--- src/rtl/mvc_pkg.sv ---
// shared types and constants for the multi-voice chorus delay mix
package mvc_pkg;

  localparam int SAMPLE_W   = 16;
  localparam int DELAY_W    = 20;
  localparam int GAIN_W     = 16;
  localparam int FRAC_W     = 8;
  localparam int MASK_W     = 4;
  localparam int PORT_VOICES = 4;
  localparam int MUL_A_W    = 26;
  localparam int MUL_B_W    = 17;
  localparam int ACC_W      = 46;
  localparam int ROUND_SHIFT = 20;
  localparam int SAMPLE_MAX = 32767;
  localparam int SAMPLE_MIN = -32768;
  localparam int FRAME_W    = 2 * SAMPLE_W;

  typedef struct packed {
    logic [SAMPLE_W-1:0] right;
    logic [SAMPLE_W-1:0] left;
  } frame_t;

  typedef enum logic [3:0] {
    S_IDLE,
    S_WRITE,
    S_VOICE,
    S_RD1,
    S_M0L,
    S_M1L,
    S_GL,
    S_M0R,
    S_M1R,
    S_GR,
    S_ROUND
  } state_e;

  function automatic logic signed [MUL_A_W-1:0] sext_sample(input logic [SAMPLE_W-1:0] s);
    sext_sample = {{(MUL_A_W - SAMPLE_W){s[SAMPLE_W-1]}}, s};
  endfunction

endpackage

--- src/rtl/mvc_mac.sv ---
// shared signed-by-unsigned multiply-accumulate unit
module mvc_mac (
  input  logic signed [mvc_pkg::MUL_A_W-1:0] a_i,
  input  logic        [mvc_pkg::MUL_B_W-1:0] b_i,
  input  logic signed [mvc_pkg::ACC_W-1:0]   c_i,
  output logic signed [mvc_pkg::ACC_W-1:0]   p_o
);

  logic signed [mvc_pkg::MUL_A_W+mvc_pkg::MUL_B_W:0] prod;

  assign prod = a_i * $signed({1'b0, b_i});
  assign p_o  = c_i + mvc_pkg::ACC_W'(prod);

endmodule

--- config.mk ---
export PLATFORM = sky130hd
export DESIGN_NAME = mvc_mac
export DESIGN_NICKNAME = d
export VERILOG_FILES = /design/src/rtl/mvc_pkg.sv /design/src/rtl/mvc_mac.sv
export SDC_FILE = /design/constraint.sdc
export NUM_CORES = 1
export LEC_CHECK = 0
export BUFFER_PORTS_ARGS = -buffer_cell sky130_fd_sc_hd__buf_2
export CAP_MARGIN = 20
export CELL_PAD_IN_SITES_DETAIL_PLACEMENT = 1
export CELL_PAD_IN_SITES_GLOBAL_PLACEMENT = 1
export CORE_ASPECT_RATIO = 0.7
export CORE_MARGIN = 5
export CORE_UTILIZATION = 54
export DETAILED_ROUTE_END_ITERATION = 10
export GPL_ROUTABILITY_DRIVEN = 0
export PLACE_DENSITY = 0.93
export SLEW_MARGIN = 10
export SYNTH_ARGS = -nofsm -noshare
export SYNTH_HDL_FRONTEND = slang
export SYNTH_SLANG_ARGS = --single-unit
--- constraint.sdc ---
create_clock -name vclk -period 16.72
set_clock_uncertainty 0.15 [all_clocks]
set_input_delay 1.672 -clock vclk [all_inputs]
set_output_delay 1.672 -clock vclk [all_outputs]
set_load 0.005 [all_outputs]
# Word-level counts from Yosys, hierarchy flattened

Index checks and enable logic that the tools add are counted.

Add/sub/neg operators: 1
Multiply operators: 1

Operators by type and width:

| kind                                           | count |
|---|---|
| 46-bit by 44-bit adder with 46-bit output      | 1 |
| 26-bit by 18-bit multiplier with 44-bit output | 1 |

Register bits: 0
Input port bits: 89
Output and inout bits: 46
Logic and storage cells: 2

# Longest topological paths before layout

Gate-level depths: netlist of the first run.

Word-level depth: 2
Gate-level depth with buffers: 25
Gate-level depth less buffers: 23

# Least setup slack after synthesis of the first run

No wires, ideal clock.

Kind: input to output
Start: input port b_i[9] (netlist bit)
End: output port p_o[45] (netlist bit)
Arrival: 7.702 ns
Required time: 14.898 ns
Slack: 7.196 ns
Stages on the path: 23
Path buffers: 3
Cell sequence: clkbuf_1 clkbuf_1 nand2_1 fa_1 inv_1 fa_1 fa_1 fa_1 fa_1 inv_1 fa_1 inv_1 ha_1 buf_6 a21oi_4 o21ai_2 a2111oi_4 o32ai_1 a311o_1 a211o_2 a221o_1 a21oi_2 xnor2_1

Longest elaborated chain between the ends: 2

Ends and longest elaborated chain:

| what                                           | RTL line      | RTL |
|---|---|---|
| start: declaration                             | mvc_mac.sv:4  | `input logic [mvc_pkg::MUL_B_W-1:0] b_i,` |
| 26-bit by 18-bit multiplier with 44-bit output | mvc_mac.sv:11 | `assign prod = a_i * $signed({1'b0, b_i});` |
| 46-bit by 44-bit adder with 46-bit output      | mvc_mac.sv:12 | `assign p_o = c_i + mvc_pkg::ACC_W'(prod);` |
| end: declaration                               | mvc_mac.sv:6  | `output logic signed [mvc_pkg::ACC_W-1:0] p_o` |

No other way between the ends.

# Worst setup path after layout of the first run

Start: input port b_i[0] (netlist bit)
End: output port p_o[43] (netlist bit)

Same word-level chain as after synthesis.

==> reports/metrics.yaml, run 1 <==
status: "finished, final reports clean"
synth_top_area_cell: "sky130_fd_sc_hd__fa_1"
end_kind: "output pin"
footprint_of_the_flip_flops_and_latches_um2: 0
drv_cap: 0
critical-path-max-stage-delay_ns: 0.70
post-synth-top-area-fraction_pct: 54.3
flow.area_growth_from_synthesis_pct: 5.30
synth_seq_area_share_pct: 0
hold_start: "c_i[0]"
portBuffers: 135
post_route_cells_drive_above_1_share_pct: 7.21
synth_area_um2: 17800
synth_common_cells: "605 x sky130_fd_sc_hd__inv_1, 482 x sky130_fd_sc_hd__fa_1, 290 x sky130_fd_sc_hd__and2_1, 184 x sky130_fd_sc_hd__nand2_1, 118 x sky130_fd_sc_hd__ha_1"
grt_setup_unrepaired: "no"
die_h_um: 162
synth_cell_type_count: 49
routed-via-count: 13900
data_arrival_at_the_endpoint_of_the_critical_path_ns: 9.17
drt_pass1_iterations: 5
average_cell_area_after_synthesis_um2: 8.94
synth_adder_area_share_pct: 62.6
seq_cells: 0
synth_top_cells_by_area: "sky130_fd_sc_hd__fa_1 54%, sky130_fd_sc_hd__inv_1 13%, sky130_fd_sc_hd__and2_1 10%"
timing.hold.worst_endpoint: "p_o[0]"
crit_top_cell: "sky130_fd_sc_hd__fa_1"
synth_cells: 1990
simple_gate_fraction_of_synth_area_pct: 15.9
tightest_slew_ns: 0.937
required_ns: 14.90
vias_per_cell: 5.62
grt_pass1_vias: 17000
drt.antenna.violating_nets: 0
grt_start_max_net_pins: 27
post_cts_hold_buffer_count: 0
floorplan.rows: 55
wire_per_inst_um: 24.6
start_util_pct: 54.9
timing.fmax_ghz: 0.0909
synthMuxAreaShare_pct: 0
report.final.hold_viol_count: 0
timing.final.crit_share_pct: 65.8
drcViolationCount: 0
antenna_found_initial: 2
ioPinCount: 135
synth_top_family_by_area: "adder cells"
relSlewSlack_pct: 37.5
highest_delay_cell_along_the_critical_path: "sky130_fd_sc_hd__fa_1"
synth_compound_gate_area_share_pct: 4.83
period_minus_slack_ns: 11.00
dp_hpwl_um: 53300
hold-path-cell-count: 3
grtUsageTotal_pct: 33.8
worst_hold_path_type: "in2out"
critical_path_peak_fanout: 26
n_clock_buffer: 0
slew_violations: 0
grt_first_pass_wirelength_um: 94700
synthMostInstantiatedCell: "sky130_fd_sc_hd__inv_1"
floorplan.die_area_um2: 36700
die_w_um: 227
synth_nets: 2679
setup-violations-final: 0
setup_crit_path_kind: "in2out"
fin_nets: 2744
cp_cell_sequence: "buf_2 -> nand2_1 -> fa_1 -> fa_1 -> inv_1 -> fa_1 -> fa_1 -> fa_1 -> inv_1 -> fa_1 -> inv_1 -> ha_1 -> nand3_1 -> or2_2 -> o32ai_1 -> a311o_1 -> a21oi_1 -> o311ai_0 -> a21oi_1 -> xnor2_1 -> buf_2"
ys.warnings.count: 0
post_cts.resized_instances: 0
fill_cells: 3795
synth-xor-area-share_pct: 2.36
core_region_area_um2: 32400
initialDrtViolationCount: 1215
route.final.wire_length_um: 61100
grt_overflow: 0
setup.worst_path.start_class: "input port"
postCtsSetupRepairBufs: 0
final.setup.tns_ns: 0
-- layer usage --
layer  vias to the layer above  track usage, %  part of all wire [%]
met4                         0            14.1                   4.9
li1                       5771               -                     -
met5                         -               0                     0
met1                      7202            41.7                    37
met2                       745            57.3                    49
met3                       225            8.22                   9.6
-- worst max-delay path, delay by kind of cell --
family / cells / cell delay, ns
fa+ha+maj: 7 / 3.73
compound gates: 5 / 1.65
buf+inv: 5 / 1.29
simple gates: 3 / 0.64
xor+xnor: 1 / 0.15
-- placed cells by master, fill, tap and decap left out, types with 4 or more instances in the layout --
master and count:
sky130_fd_sc_hd__a21o_1 19, sky130_fd_sc_hd__a21oi_1 39, sky130_fd_sc_hd__a31oi_1 9, sky130_fd_sc_hd__and2_1 290, sky130_fd_sc_hd__and3_1 5, sky130_fd_sc_hd__buf_2 135, sky130_fd_sc_hd__fa_1 482, sky130_fd_sc_hd__ha_1 118
sky130_fd_sc_hd__inv_1 605, sky130_fd_sc_hd__nand2_1 184, sky130_fd_sc_hd__nand2b_1 4, sky130_fd_sc_hd__nand3_1 8, sky130_fd_sc_hd__nand4_1 7, sky130_fd_sc_hd__nor2_1 17, sky130_fd_sc_hd__nor3_1 5, sky130_fd_sc_hd__o21a_1 7
sky130_fd_sc_hd__o21ai_0 25, sky130_fd_sc_hd__o21bai_1 6, sky130_fd_sc_hd__or2_2 4, sky130_fd_sc_hd__xnor2_1 31, sky130_fd_sc_hd__xor2_1 17
-- worst max-delay path by stage --
stage | start | to | slack (ns) | cells after the start
4_1_cts | b_i[0] | p_o[43] | 5.81 | 21
3_5_place_dp | b_i[0] | p_o[43] | 5.83 | 21
2_1_floorplan | b_i[9] | p_o[45] | 7.20 | 23
6_report | b_i[0] | p_o[43] | 5.72 | 21
5_1_grt | b_i[0] | p_o[43] | 5.42 | 21
3_3_place_gp | b_i[3] | p_o[38] | 6.21 | 23
-- cell type report --
class	count	area (um^2)	area share, %
diodes	3	7.51	0.0401
inverters	605	2270	12.1
multi-input cells	1312	15200	81.3
well taps	427	534	2.85
repair buffers	136	683	3.65
-- kinds of logic (layout without fill, tap and decap cells) --
kind of cell / after synthesis / count (layout)
buffers and inverters: 678 / 741
other: 0 / 3
xor gates and xnor gates: 48 / 48
and+or+nand+nor: 533 / 533
adders and majority gates: 600 / 600
AOI/OAI and AO/OA: 131 / 131
-- per-stage QoR --
stage | area, um^2 | hold slack (ns) | instances | worst slack [ns] | utilization [%]
2_1_floorplan | 17800 | 3.31 | 1990 | 7.20 | -
3_3_place_gp | 18700 | 3.49 | 2480 | 6.21 | 57.8
3_5_place_dp | 18700 | 3.51 | 2480 | 5.83 | 57.8
4_1_cts | 18700 | 3.51 | 2480 | 5.81 | 57.8
5_1_grt | 18700 | 3.53 | 2481 | 5.42 | 57.8
6_report | 18700 | 3.50 | 2483 | 5.72 | 57.8
==> inputs of run 2 (changes only) <==
--- a/config.mk
+++ b/config.mk
@@ -5,16 +5,17 @@
 export SDC_FILE = /design/constraint.sdc
 export NUM_CORES = 1
 export LEC_CHECK = 0
+export ABC_AREA = 1
 export BUFFER_PORTS_ARGS = -buffer_cell sky130_fd_sc_hd__buf_2
 export CAP_MARGIN = 20
 export CELL_PAD_IN_SITES_DETAIL_PLACEMENT = 1
 export CELL_PAD_IN_SITES_GLOBAL_PLACEMENT = 1
 export CORE_ASPECT_RATIO = 0.7
 export CORE_MARGIN = 5
-export CORE_UTILIZATION = 54
+export CORE_UTILIZATION = 43
 export DETAILED_ROUTE_END_ITERATION = 10
 export GPL_ROUTABILITY_DRIVEN = 0
-export PLACE_DENSITY = 0.93
+export PLACE_DENSITY = 0.83
 export SLEW_MARGIN = 10
 export SYNTH_ARGS = -nofsm -noshare
 export SYNTH_HDL_FRONTEND = slang
==> constraint.sdc (replaced) <==
create_clock -name vclk -period 8.8
set_clock_uncertainty 0.15 [all_clocks]
set_input_delay 0.88 -clock vclk [all_inputs]
set_output_delay 0.88 -clock vclk [all_outputs]
set_load 0.005 [all_outputs]
==> run 2 against run 1 <==
  * Final cell count grew 39%
  * Routed wire length grew 4.6%
  * Non-clock buffer count grew 3
  * Synthesized cell count up 40%
  * Synthesized area up 11%
  * Critical path type unchanged
  * Hold slack lost 1.6 ns
  * Critical endpoint is now p_o[37]
  * Sequential share of layout area stayed put
  * Via count rose by 20%
==> reports/metrics.yaml, run 2 <==
status: "finished, final reports clean"  # unchanged
floorplan.die_area_um2: 50300  # was 36700 um^2
footprint_of_the_flip_flops_and_latches_um2: 0  # unchanged
grt_pass1_vias: 20000  # was 17000
report.final.hold_viol_count: 0  # unchanged
grt_first_pass_wirelength_um: 104000  # was 94700 um
average_cell_area_after_synthesis_um2: 7.05  # was 8.94 um^2
critical_path_peak_fanout: 26  # unchanged
layout.cells.most_common_list: "1065 x sky130_fd_sc_hd__inv_1, 820 x sky130_fd_sc_hd__nand2_1, 482 x sky130_fd_sc_hd__fa_1"  # was 605 x sky130_fd_sc_hd__inv_1, 482 x sky130_fd_sc_hd__fa_1, 290 x sky130_fd_sc_hd__and2_1
n_clock_buffer: 0  # unchanged
synth_nets: 3484  # was 2679
postCtsSetupRepairBufs: 0  # unchanged
ys.warnings.count: 0  # unchanged
required_ns: 7.77  # was 14.90 ns
timing.fmax_ghz: 0.117
synth_area_um2: 19700  # was 17800 um^2
fin_nets: 3522  # was 2744
seq_cells: 0  # unchanged
data_arrival_at_the_endpoint_of_the_critical_path_ns: 7.51  # was 9.17 ns
portBuffers: 135  # unchanged
flow.area_growth_from_synthesis_pct: 5.53  # was 5.30%
antenna_found_initial: 7  # was 2
synth_top_area_cell: "sky130_fd_sc_hd__fa_1"  # unchanged
post_route_cells_drive_above_1_share_pct: 5.79  # was 7.21%
drv_cap: 0  # unchanged
slew_violations: 0  # unchanged
drt.antenna.violating_nets: 0  # unchanged
synth_cells: 2795  # was 1990
start_util_pct: 43.6  # was 54.9%
die_w_um: 266  # was 227 um
relSlewSlack_pct: 45.0  # was 37.5%
setup.worst_path.start_class: "input port"  # unchanged
initialDrtViolationCount: 877  # was 1215
drcViolationCount: 0  # unchanged
wire_per_inst_um: 18.6  # was 24.6 um
grt_overflow: 0  # unchanged
grt_setup_unrepaired: "no"  # unchanged
preCtsSetupSlack_ns: 0.385  # was 5.83 ns
tightest_slew_ns: 0.824  # was 0.937 ns
hold-path-cell-count: 3  # unchanged
synthMostInstantiatedCell: "sky130_fd_sc_hd__inv_1"  # unchanged
floorplan.rows: 65  # was 55
setup-violations-final: 0  # unchanged
whs_ns: 1.91  # was 3.50 ns
end_kind: "output pin"  # unchanged
grt_start_max_net_pins: 27  # unchanged
worst_slack_ns: 0.260  # was 5.72 ns
mostFrequentLayoutCell: "sky130_fd_sc_hd__inv_1"  # unchanged
route.final.wire_length_um: 63900  # was 61100 um
grtUsageTotal_pct: 25.9  # was 33.8%
die_h_um: 189  # was 162 um
timing.final.crit_share_pct: 97.0
fill_cells: 5989  # was 3795
worst_hold_path_type: "in2out"  # unchanged
synth_seq_area_share_pct: 0  # unchanged
post-synth-top-area-fraction_pct: 48.9  # was 54.3%
multiInputGateArea_um2: 15300  # was 15200 um^2
post_cts.resized_instances: 0  # unchanged
period_minus_slack_ns: 8.54
final.setup.tns_ns: 0  # unchanged
drt_pass1_iterations: 5  # unchanged
setup_crit_path_kind: "in2out"  # unchanged
routed-via-count: 16700  # was 13900
synth_cell_type_count: 21  # was 49
ioPinCount: 135  # unchanged
dp_hpwl_um: 56100  # was 53300 um
final_core_utilization_pct: 46.0  # was 57.8%
vias_per_cell: 4.87  # was 5.62
post_cts_hold_buffer_count: 0  # unchanged
core_region_area_um2: 45200  # was 32400 um^2
synth_top_cells_by_area: "sky130_fd_sc_hd__fa_1 49%, sky130_fd_sc_hd__inv_1 20%, sky130_fd_sc_hd__nand2_1 16%"  # was sky130_fd_sc_hd__fa_1 54%, sky130_fd_sc_hd__inv_1 13%, sky130_fd_sc_hd__and2_1 10%
synth_common_cells: "1065 x sky130_fd_sc_hd__inv_1, 820 x sky130_fd_sc_hd__nand2_1, 482 x sky130_fd_sc_hd__fa_1, 118 x sky130_fd_sc_hd__ha_1, 103 x sky130_fd_sc_hd__clkbuf_1"  # was 605 x sky130_fd_sc_hd__inv_1, 482 x sky130_fd_sc_hd__fa_1, 290 x sky130_fd_sc_hd__and2_1, 184 x sky130_fd_sc_hd__nand2_1, 118 x sky130_fd_sc_hd__ha_1
-- run 2: worst paths after layout --
kind	start	endpoint	slack [ns]
worst max-delay path	b_i[0]	p_o[37]	0.26
worst min-delay path	c_i[0]	p_o[0]	1.91
-- run 2: kinds of logic (layout without fill, tap and decap cells) --
group | Yosys count | in the layout | share of synthesized area, %
simple gates | 974 | 974 | 19.5
xor+xnor | 23 | 23 | 1.02
other cells | 0 | 7 | 0
compound gates | 30 | 30 | 0.812
fa+ha+maj | 600 | 600 | 56.4
buf+inv | 1168 | 1204 | 22.2
-- run 2: layout make-up --
| cell class | count | share of cell area, % |
|---|---|---|
| multi-input combinational | 1627 | 73.7 |
| inverter | 1065 | 19.2 |
| tap | 603 | 3.63 |
| timing repair buffer | 139 | 3.39 |
| antenna | 7 | 0.0842 |
-- run 2: layer usage --
layer | share of wire, % | up-vias | global-route usage [%]
met5 | 0 | - | 0
met2 | 51 | 453 | 47.2
met4 | 3.4 | 0 | 7.66
met3 | 5.0 | 137 | 2.25
li1 | - | 7540 | -
met1 | 41 | 8615 | 32.9
-- run 2: worst max-delay path: stages --
cell and delay, ns:
sky130_fd_sc_hd__buf_2 0.52, sky130_fd_sc_hd__nand2_1 0.22, sky130_fd_sc_hd__fa_1 0.67, sky130_fd_sc_hd__fa_1 0.45
sky130_fd_sc_hd__inv_1 0.61, sky130_fd_sc_hd__fa_1 0.56, sky130_fd_sc_hd__fa_1 0.52, sky130_fd_sc_hd__fa_1 0.56
sky130_fd_sc_hd__inv_1 0.05, sky130_fd_sc_hd__fa_1 0.49, sky130_fd_sc_hd__inv_1 0.06, sky130_fd_sc_hd__ha_1 0.37
sky130_fd_sc_hd__nand2_1 0.11, sky130_fd_sc_hd__nor2_1 0.23, sky130_fd_sc_hd__nand2_1 0.18, sky130_fd_sc_hd__nor2_1 0.32
sky130_fd_sc_hd__nand3_1 0.26, sky130_fd_sc_hd__nand3_1 0.15, sky130_fd_sc_hd__nand2_1 0.06, sky130_fd_sc_hd__nand2_1 0.09
sky130_fd_sc_hd__buf_2 0.12
-- run 2: per-stage QoR --
step / std cells / area [um^2]
after global routing: 3441 / 20800
after detailed placement: 3434 / 20800
after floorplan: 2795 / 19700
after CTS: 3434 / 20800
final: 3441 / 20800
after global placement: 3434 / 20800
Power of run 2 is not shown: default switching activity piles up to over one toggle a cycle in this logic, so the estimate is an artifact.
